`src/rtl/radius_leader_clustering_assert.svh`:
```
// ---------------------------------------------------------------------------
// Assertion macros for the radius leader clustering block.
// Define NO_ASSERTIONS to compile the checks out.
// ---------------------------------------------------------------------------
`ifndef RADIUS_LEADER_CLUSTERING_ASSERT_SVH
`define RADIUS_LEADER_CLUSTERING_ASSERT_SVH

`ifndef NO_ASSERTIONS

// Clocked check, held off while reset is asserted.
`define RLC_ASSERT(label, clk, rst_n, prop, msg) \
    label: assert property (@(posedge clk) disable iff (!(rst_n)) (prop)) else $error(msg);

// Clocked check that also holds during reset.
`define RLC_ASSERT_ALWAYS(label, clk, prop, msg) \
    label: assert property (@(posedge clk) (prop)) else $error(msg);

`else

`define RLC_ASSERT(label, clk, rst_n, prop, msg)
`define RLC_ASSERT_ALWAYS(label, clk, prop, msg)

`endif

`endif

```
`src/rtl/rlc_pkg.sv`:
```
// ---------------------------------------------------------------------------
// rlc_pkg
// Types, codes and defaults shared by the leader clustering modules.
// ---------------------------------------------------------------------------
`timescale 1ns / 1ps

package rlc_pkg;

    // Default sizing.
    localparam int MAX_GROUPS_DEF = 64;
    localparam int COORD_BITS_DEF = 16;

    // Fixed field widths.
    localparam int RADIUS_W  = 34;
    localparam int MEMBER_W  = 6;
    localparam int OUT_IDX_W = 6;
    localparam int CFG_IDX_W = 8;

    // Reset values of the configuration registers.
    localparam logic [RADIUS_W-1:0] RADIUS_RESET  = 34'd65536;
    localparam logic [MEMBER_W-1:0] MAXMEM_RESET  = 6'd15;

    // Configuration register indexes.
    localparam logic [CFG_IDX_W-1:0] REG_RADIUS_SQUARED = 8'd0;
    localparam logic [CFG_IDX_W-1:0] REG_MAX_MEMBERS    = 8'd1;

    // Function codes of an input item.
    localparam logic FUNC_CLEAR = 1'b0;
    localparam logic FUNC_PLACE = 1'b1;

    // Result status codes.
    localparam logic [2:0] ST_JOINED  = 3'd0;
    localparam logic [2:0] ST_FOUNDED = 3'd1;
    localparam logic [2:0] ST_DEAD    = 3'd2;
    localparam logic [2:0] ST_FULL    = 3'd3;
    localparam logic [2:0] ST_CLEARED = 3'd4;

    // Input item.
    typedef struct packed {
        logic               func;
        logic               team;
        logic signed [15:0] pos_x;
        logic signed [15:0] pos_y;
        logic               alive;
    } t_in;

    // Result item.
    typedef struct packed {
        logic [2:0]           status;
        logic [OUT_IDX_W-1:0] group_index;
        logic [MEMBER_W-1:0]  member_count;
    } t_out;

    // Search token that walks the row of group cells.
    typedef struct packed {
        logic                 valid;
        logic                 hit;
        logic [OUT_IDX_W-1:0] idx;
        logic [MEMBER_W-1:0]  cnt;
    } t_probe;

    // Control states.
    typedef enum logic [1:0] {
        S_IDLE,
        S_SCAN,
        S_DONE
    } t_state;

endpackage

```
`src/rtl/rlc_cell.sv`:
```
// ---------------------------------------------------------------------------
// rlc_cell
// One group slot: holds team, centre and member count, and tests the search
// token that passes through it against that group.
// ---------------------------------------------------------------------------
`timescale 1ns / 1ps

module rlc_cell #(
    parameter int MAX_GROUPS = rlc_pkg::MAX_GROUPS_DEF,
    parameter int COORD_BITS = rlc_pkg::COORD_BITS_DEF,
    parameter int IDX        = 0
) (
    input  logic                                   i_clk,
    input  logic                                   i_rst_n,
    input  rlc_pkg::t_probe                        i_probe,
    output rlc_pkg::t_probe                        o_probe,
    input  logic [$clog2(MAX_GROUPS+1)-1:0]        i_count,
    input  logic                                   i_team,
    input  logic [COORD_BITS-1:0]                  i_x,
    input  logic [COORD_BITS-1:0]                  i_y,
    input  logic [rlc_pkg::RADIUS_W-1:0]           i_radius,
    input  logic [rlc_pkg::MEMBER_W-1:0]           i_max_mem,
    input  logic                                   i_wr_en,
    input  logic [$clog2(MAX_GROUPS)-1:0]          i_wr_idx
);
    import rlc_pkg::*;

    localparam int CNTW = $clog2(MAX_GROUPS + 1);
    localparam int IW   = $clog2(MAX_GROUPS);
    localparam int SW   = 2 * COORD_BITS + 3;
    localparam int DW   = (SW > RADIUS_W) ? SW : RADIUS_W;

    logic                  r_team;
    logic [COORD_BITS-1:0] r_cx;
    logic [COORD_BITS-1:0] r_cy;
    logic [MEMBER_W-1:0]   r_mem;
    t_probe                r_probe;

    logic [COORD_BITS:0]     w_dx;
    logic [COORD_BITS:0]     w_dy;
    logic [COORD_BITS:0]     w_mx;
    logic [COORD_BITS:0]     w_my;
    logic [2*COORD_BITS+1:0] w_sx;
    logic [2*COORD_BITS+1:0] w_sy;
    logic [SW-1:0]           w_sum;
    logic                    w_active;
    logic                    w_near;
    logic                    w_hit;
    logic                    w_wr;

    // Exact differences, one bit wider than a coordinate.
    assign w_dx = {i_x[COORD_BITS-1], i_x} - {r_cx[COORD_BITS-1], r_cx};
    assign w_dy = {i_y[COORD_BITS-1], i_y} - {r_cy[COORD_BITS-1], r_cy};

    // Magnitudes and their squares; the two multipliers work side by side.
    assign w_mx  = w_dx[COORD_BITS] ? (~w_dx + 1'b1) : w_dx;
    assign w_my  = w_dy[COORD_BITS] ? (~w_dy + 1'b1) : w_dy;
    assign w_sx  = w_mx * w_mx;
    assign w_sy  = w_my * w_my;
    assign w_sum = SW'(w_sx) + SW'(w_sy);

    // Join test for this group.
    assign w_active = CNTW'(IDX) < i_count;
    assign w_near   = DW'(w_sum) < DW'(i_radius);
    assign w_hit    = i_probe.valid && !i_probe.hit && w_active &&
                      (r_mem < i_max_mem) && (r_team == i_team) && w_near;
    assign w_wr     = i_wr_en && (i_wr_idx == IW'(IDX));

    // Group contents: founded by a write, grown by a join.
    always_ff @(posedge i_clk) begin
        if (w_wr) begin
            r_team <= i_team;
            r_cx   <= i_x;
            r_cy   <= i_y;
            r_mem  <= MEMBER_W'(1);
        end else if (w_hit) begin
            r_mem  <= MEMBER_W'(r_mem + 1'b1);
        end
    end

    // Hand the token on to the next cell.
    always_ff @(posedge i_clk) begin
        if (!i_rst_n) begin
            r_probe <= '0;
        end else begin
            r_probe.valid <= i_probe.valid;
            r_probe.hit   <= i_probe.hit || w_hit;
            r_probe.idx   <= w_hit ? OUT_IDX_W'(IDX) : i_probe.idx;
            r_probe.cnt   <= w_hit ? MEMBER_W'(r_mem + 1'b1) : i_probe.cnt;
        end
    end

    assign o_probe = r_probe;

endmodule

```
`config.mk`:
```
export PLATFORM = sky130hd
export DESIGN_NAME = rlc_cell
export DESIGN_NICKNAME = d
export VERILOG_FILES = /design/src/rtl/radius_leader_clustering_assert.svh /design/src/rtl/rlc_pkg.sv /design/src/rtl/rlc_cell.sv
export SDC_FILE = /design/constraint.sdc
export NUM_CORES = 1
export LEC_CHECK = 0
export BUFFER_PORTS_ARGS = -buffer_cell sky130_fd_sc_hd__buf_2
export CORE_ASPECT_RATIO = 0.6
export CORE_MARGIN = 10
export CORE_UTILIZATION = 60
export CTS_BUF_LIST = sky130_fd_sc_hd__clkbuf_4 sky130_fd_sc_hd__clkbuf_8 sky130_fd_sc_hd__clkbuf_16
export DETAILED_ROUTE_END_ITERATION = 6
export PLACE_DENSITY = 0.78
export SLEW_MARGIN = 20
export SYNTH_ARGS = -nofsm -noshare
export SYNTH_HDL_FRONTEND = slang
export SYNTH_SLANG_ARGS = --single-unit
```
`constraint.sdc`:
```
create_clock -name i_clk -period 17.9 [get_ports i_clk]
set_clock_uncertainty 0.1 [all_clocks]
set_input_delay 1.79 -clock i_clk [delete_from_list [all_inputs] [get_ports i_clk]]
set_output_delay 1.79 -clock i_clk [all_outputs]
set_load 0.02 [all_outputs]
```
# [Word level (Yosys, flattened, before mapping)]
# Cells that the tools add are included.
[op_classes] addsub=6 n_mul=2 order_cmp=3 n_eq_ne=1 n_mux=3 bitwise=3 n_reduce_logical=10
[ops] op="multiplier 17 x 17 -> 34 bit" n=2
[ops] op="adder 34 x 34 -> 35 bit" n=1
[ops] op="< comparator 35 x 34 -> 1 bit" n=1
[ops] op="adder 17 x 1 -> 17 bit (second input constant)" n=2
[ops] op="2-to-1 mux 17 bit" n=2
[ops] op="inverter 17 bit" n=2
[ops] op="subtractor 16 x 16 -> 17 bit" n=2
[ops] op="< comparator 1 x 7 -> 1 bit (first input constant)" n=1
[ops] op="adder 6 x 1 -> 6 bit (second input constant)" n=1
[ops] op="logical AND 1 bit" n=6
[ops] op="logical NOT 6 bit" n=1
[ops] op="< comparator 6 bit" n=1
[ops] op="2-to-1 mux 6 bit" n=1
[ops] op="OR reduction 2 bit" n=1
[ops] op="equality test 1 bit" n=1
[ops] op="logical NOT 1 bit" n=1
[ops] op="logical OR 1 bit" n=1
[ops] op="inverter 1 bit" n=1
[word_totals] ff_bits=53 inputBits=103 output_inout_bits=14 elab_cells=36

# [Logic depth before layout (Yosys ltp)]
# Gate-level depths: netlist (run 1).
[depth] word_depth=9 mapped_depth=52 mapped_depth_nobuf=49

# [Worst setup path before layout (run 1)]
# Ideal clock, no wire load.
[synth_timing] path_kind="input-to-reg" from="input port i_y[0]" to="register r_probe, in the netlist o_probe[10]" setup_ns=0.116 arrival_ns=13.693 t_required_ns=17.684 path_slack_ns=3.992 stages=47 path_buffers=3 path_cell_list="inv_1 > ha_1 > fa_1 > ha_1 > nand2_1 > or4_1 > a221oi_2 > nor4b_2 > o211ai_1 > mux2i_1 > or3_1 > clkbuf_1 > buf_2 > nor2_1 > ha_1 > nor3_1 > mux2_2 > a2111oi_0 > (+11 left out) > a221o_1 > a41oi_2 > o21bai_1 > a21o_1 > a211oi_1 > nor4b_1 > or4b_2 > ha_1 > a21o_1 > a21o_1 > a221oi_1 > o22ai_1 > a31oi_1 > nand3_1 > a21o_1 > mux2_2 > buf_4 > and3_1"
[synth_via] elab_chain_cells=9
[synth_rtl] item="start: declaration" line="rlc_cell.sv:20" source="input logic [COORD_BITS-1:0] i_y,"
[synth_rtl] item="subtractor 16 x 16 -> 17 bit (*)" line="rlc_cell.sv:53" source="assign w_dy = {i_y[COORD_BITS-1], i_y} - {r_cy[COORD_BITS-1], r_cy};"
[synth_rtl] item="inverter 17 bit" line="rlc_cell.sv:57" source="assign w_my = w_dy[COORD_BITS] ? (~w_dy + 1'b1) : w_dy;"
[synth_rtl] item="adder 17 x 1 -> 17 bit" line="rlc_cell.sv:57"
[synth_rtl] item="2-to-1 mux 17 bit (*)" line="rlc_cell.sv:57"
[synth_rtl] item="multiplier 17 x 17 -> 34 bit (*)" line="rlc_cell.sv:59" source="assign w_sy = w_my * w_my;"
[synth_rtl] item="adder 34 x 34 -> 35 bit (*)" line="rlc_cell.sv:60" source="assign w_sum = SW'(w_sx) + SW'(w_sy);"
[synth_rtl] item="< comparator 35 x 34 -> 1 bit (*)" line="rlc_cell.sv:64" source="assign w_near = DW'(w_sum) < DW'(i_radius);"
[synth_rtl] item="logical AND 1 bit (*)" line="rlc_cell.sv:66" source="(r_mem < i_max_mem) && (r_team == i_team) && w_near;"
[synth_rtl] item="OR reduction 2 bit (no source line) (*)"
[synth_rtl] item="end: declaration" line="rlc_cell.sv:37" source="t_probe r_probe;"
# Every way passes the cells marked *; elsewhere a longest branch is shown, timed or not.
# A chain may end at the register's enable or synchronous reset.

# [Final worst setup path (run 1)]
[layout_timing] from="input port i_y[0]" to="register r_probe, in the netlist o_probe[2]"
[layout_via] elab_chain_cells=9
[layout_rtl] item="subtractor 16 x 16 -> 17 bit (*)" line="rlc_cell.sv:53"
[layout_rtl] item="inverter 17 bit" line="rlc_cell.sv:57"
[layout_rtl] item="adder 17 x 1 -> 17 bit" line="rlc_cell.sv:57"
[layout_rtl] item="2-to-1 mux 17 bit (*)" line="rlc_cell.sv:57"
[layout_rtl] item="multiplier 17 x 17 -> 34 bit (*)" line="rlc_cell.sv:59"
[layout_rtl] item="adder 34 x 34 -> 35 bit (*)" line="rlc_cell.sv:60"
[layout_rtl] item="< comparator 35 x 34 -> 1 bit (*)" line="rlc_cell.sv:64"
[layout_rtl] item="logical AND 1 bit (*)" line="rlc_cell.sv:66"
[layout_rtl] item="2-to-1 mux 6 bit (*)" line="rlc_cell.sv:89" source="r_probe.cnt <= w_hit ? MEMBER_W'(r_mem + 1'b1) : i_probe.cnt;"
# Marks and branches as above.

==> results of run 1 <==
-- flip-flops by register name, summed over array words and instances, names as in the netlist --
signal / count
o_probe: 14
r_cx: 16
r_cy: 16
r_mem: 6
r_team: 1
-- worst register-to-register path: cells and delay by family (launching register included) --
kind | cells | cell delay (ns)
fa+ha+maj | 12 | 5.37
compound gates | 14 | 4.22
simple gates | 10 | 3.00
mux | 4 | 1.04
flops | 1 | 0.39
buf+inv | 3 | 0.20
xor+xnor | 1 | 0.09
-- stage by stage --
step | cells | instance area (µm²) | util, % | setup slack, ns
final | 3054 | 23500 | 64.6 | 2.25
after global routing | 3053 | 23500 | 64.6 | 1.47
after CTS | 3053 | 23500 | 64.6 | 2.54
after detailed placement | 3045 | 23400 | 64.2 | 2.21
after global placement | 3045 | 23400 | 64.2 | 2.73
after floorplan | 2487 | 22300 | - | 3.99
-- final cells by class --
type	instances	area, µm²
fill	3026	12900
clock inverter	3	28.8
inverter	687	2580
tap	476	596
antenna	1	2.50
multi-input combinational	1688	18100
sequential	53	1390
timing repair buffer	141	768
clock buffer	5	125
-- kinds of logic (layout without fill, tap and decap cells) --
kind of cell | after synthesis | in the layout
compound gates | 263 | 263
simple gates | 568 | 568
buf+inv | 746 | 836
other cells | 2 | 25
mux | 23 | 23
flops | 53 | 53
xor+xnor | 94 | 94
fa+ha+maj | 716 | 716
-- cells in the final DEF (no fill, tap or decap), types with 6 or more instances in the layout --
master / synthesis / final
inv_1: 669 / 669
fa_1: 449 / 449
ha_1: 267 / 267
nor2_1: 208 / 208
nand2_1: 181 / 181
buf_2: 10 / 116
xnor2_1: 61 / 61
a21oi_1: 52 / 52
a21o_1: 40 / 40
o21ai_0: 36 / 36
edfxtp_1: 33 / 33
xor2_1: 29 / 29
nand2b_1: 25 / 25
buf_4: 6 / 25
conb_1: 2 / 24
and3_1: 22 / 22
nor3_1: 20 / 20
dfxtp_1: 20 / 20
nand3_1: 19 / 19
and2_1: 18 / 18
mux2i_1: 17 / 17
o21a_1: 15 / 15
a211oi_1: 14 / 14
a31oi_1: 13 / 13
nand4_1: 12 / 12
inv_2: 12 / 12
o21bai_1: 11 / 11
nor2b_1: 10 / 10
o211ai_1: 9 / 9
a211o_1: 8 / 8
nor4_1: 8 / 8
or2_2: 7 / 7
clkinv_1: 6 / 6
or3_1: 6 / 6
-- worst max path at each step --
stage                       from                endpoint  slack, ns  cells after the start
after floorplan           i_y[0]  o_probe[10]$_SDFF_PP0_       3.99                     47
after global placement    i_x[0]   r_mem[0]$_SDFFE_PP1P_       2.73                     47
after detailed placement  i_x[0]   r_mem[0]$_SDFFE_PP1P_       2.21                     47
after CTS                 i_x[0]   r_mem[0]$_SDFFE_PP1P_       2.54                     47
after global routing      i_y[0]   o_probe[3]$_SDFF_PN0_       1.47                     46
final                     i_y[0]   o_probe[2]$_SDFF_PN0_       2.25                     46
-- metal layers --
metal / routed length [µm] / track usage [%] / part of all wire (%) / vias to the layer above
met5: 0 / 0 / 0 / -
met4: 1470 / 7.37 / 2.7 / 0
met3: 4830 / 4.95 / 8.7 / 106
met2: 25500 / 40.9 / 46 / 636
met1: 23500 / 34.8 / 43 / 8541
li1: - / - / - / 7779
==> results.cfg, run 1 <==
[critical_path]
crit_family = adder cells
path_common_cell = fa_1
cp.required_ns = 18.07
cp_num_buf_inv = 5
cpPeakStageDelay_ns = 0.73
reg2reg_depth = 44
reg2reg_slack_ns = 3.43
crit_path_max_fanout = 16
slowest_stage = a2111oi_0
critPathLaunchType = input port
reg2reg_from = r_cy[0]$_DFFE_PP_
cp-end-kind = register
timing.rr.end = o_probe[2]$_SDFF_PN0_
worstSetupPathType = input port to register
cp.arrival_ns = 15.82

[sta]
tightest_slew_ns = 1.21
rsz0062_at_grt = no
tns_ns = 0
period_minus_slack_ns = 15.65
finalSetupViolCount = 0
slew_headroom_pct = 18.8
fin_crit_sh_pct = 87.4
clock.fmax_mhz = 63.9
whs_ns = 0.443
hold_viol = 0
drv_slew = 0

[min_path]
hold_class = register to register
worstHoldPathCells = 2
min_delay_worst_endpoint = r_mem[1]$_SDFFE_PP0P_
min-delay-start = r_mem[1]$_SDFFE_PP0P_

[cts]
clk_latency_ns = 0.33
cts_resized = 0
clock_path_buffers = 2
cts_tree = built
cts_made_buffers = 5
htree_num_levels = 2
cts_setup_buffers = 0
clock-sinks = 53
path_clk_slew_ns = 0.10
postCtsHoldBufs = 0
root_buffer = clkbuf_16

[floorplanning]
placementRows = 54
start_util_pct = 61.0
coreArea_mm2 = 0.0364
die_h_um = 169
die_w_um = 268
ios = 117
die_area_mm2 = 0.0454

[synth]
async_flop_share_pct = 0
synthXorXnorAreaFrac_pct = 3.84
netlist_area_mm2 = 0.0222
yosysUniqueCellTypes = 94
yosysSeqAreaShare_pct = 6.26
synth_top_cell_by_area = fa_1
yosysWarnings = 0
yosysTopAreaCellShare_pct = 40.5
synth-simple-area-share_pct = 11.8
yosys.area_share.adder_pct = 55.5
yosysMostFrequentCell = inv_1
synthCells = 2465
synth_seq_cells = 53
syn_area_per_cell_um2 = 9.01
synth_edf_count = 33
synth-main-ff-cell = edfxtp_1
yosys-top-cells-count = inv_1 (669), fa_1 (449), ha_1 (267)
synth_top_family_by_area = adder cells
synth-compound-area-share_pct = 8.54
synth.area.top_cells = fa_1 (40%), ha_1 (15%), inv_1 (11%)
muxShareOfSynthArea_pct = 1.14

[grt]
grt_start_max_net_pins = 33
antenna_found_initial = 0
grt_usage_pct = 25.5
globalRouteOverflowTotal = 0
grt_pass1_wl_mm = 93.0
grt_pass1_vias = 18500

[place]
place.gp.congestion = 0.941
portBuffers = 116
dp_hpwl_mm = 48.4

[outcome]
outcome = finished clean

[detailed_routing]
drtIter0Drc = 1358
wire_per_inst_um = 18.1
drc = 0
route.vias.total = 17100
viasPerCell = 5.59
drt-total-wl_mm = 55.3
ant_nets = 0
drt_first_pass_iters = 5

[layout]
drive_above_1_share_pct = 7.80
syn_to_final_growth_pct = 5.99
layout.nets = 3395

[job]
drv_cap = 0
Power of run 1 is not shown: default switching activity piles up to over one toggle a cycle in this logic, so the estimate is an artifact.
==> inputs of run 2 (changes only) <==
--- a/config.mk
+++ b/config.mk
@@ -8,10 +8,10 @@
 export BUFFER_PORTS_ARGS = -buffer_cell sky130_fd_sc_hd__buf_2
 export CORE_ASPECT_RATIO = 0.6
 export CORE_MARGIN = 10
-export CORE_UTILIZATION = 60
+export CORE_UTILIZATION = 50
 export CTS_BUF_LIST = sky130_fd_sc_hd__clkbuf_4 sky130_fd_sc_hd__clkbuf_8 sky130_fd_sc_hd__clkbuf_16
 export DETAILED_ROUTE_END_ITERATION = 6
-export PLACE_DENSITY = 0.78
+export PLACE_DENSITY = 0.67
 export SLEW_MARGIN = 20
 export SYNTH_ARGS = -nofsm -noshare
 export SYNTH_HDL_FRONTEND = slang
==> results.cfg, run 2 (synthesis results as in run 1) <==
[cts]
clock-sinks = 53
cts_resized = 0
path_clk_slew_ns = 0.09
cts_setup_buffers = 0
htree_num_levels = 2
clk_latency_ns = 0.33
root_buffer = clkbuf_16
cts_made_buffers = 5
cts_tree = built
postCtsHoldBufs = 0
clock_path_buffers = 2

[grt]
grt_pass1_vias = 18300
grt_usage_pct = 20.9
globalRouteOverflowTotal = 0
grt_pass1_wl_mm = 91.1
grt_start_max_net_pins = 33
antenna_found_initial = 0

[floorplanning]
start_util_pct = 50.9
placementRows = 59
die_w_um = 292
die_h_um = 183
ios = 117
die_area_mm2 = 0.0535
coreArea_mm2 = 0.0436

[place]
dp.cells = 3147
place.gp.congestion = 0.967
portBuffers = 116
dp_hpwl_mm = 48.2

[sta]
hold_viol = 0
whs_ns = 0.453
clock.fmax_mhz = 64.2
tightest_slew_ns = 1.21
slew_headroom_pct = 19.2
tns_ns = 0
rsz0062_at_grt = no
drv_slew = 0
finalSetupViolCount = 0
period_minus_slack_ns = 15.58
fin_crit_sh_pct = 87.0

[critical_path]
cp.required_ns = 18.03
cp.arrival_ns = 15.71
path_common_cell = fa_1
cp-startpoint = i_x[0]
critPathLaunchType = input port
slowest_stage = xor2_1
timing.rr.end = r_mem[0]$_SDFFE_PP1P_
worstSetupPathType = input port to register
crit_path_max_fanout = 12
cp-end-kind = register
endpoint = r_mem[0]$_SDFFE_PP1P_
reg2reg_from = r_cx[0]$_DFFE_PP_
cpPeakStageDelay_ns = 0.78
reg2reg_depth = 45
reg2reg_slack_ns = 3.59

[min_path]
hold_class = register to register

[detailed_routing]
drt-total-wl_mm = 54.3
wire_per_inst_um = 17.2
route.vias.total = 16800
drc = 0
ant_nets = 0
drt_first_pass_iters = 5
viasPerCell = 5.32
drtIter0Drc = 1138

[layout]
layout.nets = 3394
stdcell_count = 3156
final_cell_mix = inv_1 (669), fa_1 (449), ha_1 (267)
drive_above_1_share_pct = 7.80
final_common_cell = inv_1
syn_to_final_growth_pct = 6.57
fillers = 4032

[job]
drv_cap = 0

[outcome]
outcome = finished clean
run 2: cell count changes in the layout (fill, tap and decap cells not counted):
cell    before  now
xor2_1      29   28
buf_4       25   24
xor2_2       2    3
run 2: final cells by class:
type	instances	area, µm²	share of cell area (%)
inverter	687	2580	10.9
tap	579	724	3.06
antenna	1	2.50	0.0106
multi-input combinational	1688	18100	76.3
clock buffer	5	125	0.529
clock inverter	3	28.8	0.122
timing repair buffer	140	761	3.21
sequential	53	1390	5.88
run 2: worst min path at each step:
| stage | endpoint | from | slack (ns) | depth (start not counted) |
|---|---|---|---|---|
| after floorplan | r_mem[5]$_SDFFE_PP0P_ | r_mem[5]$_SDFFE_PP0P_ | 0.37 | 2 |
| after global placement | r_mem[1]$_SDFFE_PP0P_ | r_mem[1]$_SDFFE_PP0P_ | 0.41 | 2 |
| after detailed placement | r_mem[5]$_SDFFE_PP0P_ | r_mem[5]$_SDFFE_PP0P_ | 0.43 | 2 |
| after CTS | r_mem[5]$_SDFFE_PP0P_ | r_mem[5]$_SDFFE_PP0P_ | 0.45 | 2 |
| after global routing | r_mem[5]$_SDFFE_PP0P_ | r_mem[5]$_SDFFE_PP0P_ | 0.47 | 2 |
| final | r_mem[5]$_SDFFE_PP0P_ | r_mem[5]$_SDFFE_PP0P_ | 0.45 | 2 |
run 2: routing by layer:
layer,wire length [µm],global-route usage [%]
met5,0,0
met4,937,4.42
met2,24700,33.6
met3,5040,4.61
met1,23600,28.7
run 2: worst max-delay path, delay by kind of cell:
family | cells | cell delay [ns]
AND/OR/NAND/NOR | 7 | 2.30
multiplexers | 2 | 0.61
XOR/XNOR | 2 | 0.96
buffers and inverters | 8 | 0.74
AO/OA/AOI/OAI | 16 | 4.08
adder cells (fa/ha/maj) | 12 | 5.22
run 2: through the flow:
stage               area (µm²)  utilization [%]  worst slack, ns
floorplan                22300                -             3.99
global placement         23500             53.9             2.60
detailed placement       23500             53.9             2.17
CTS                      23700             54.2             2.52
global route             23700             54.2             1.70
finish                   23700             54.3             2.32
Power of run 2 is left out for the same reason.
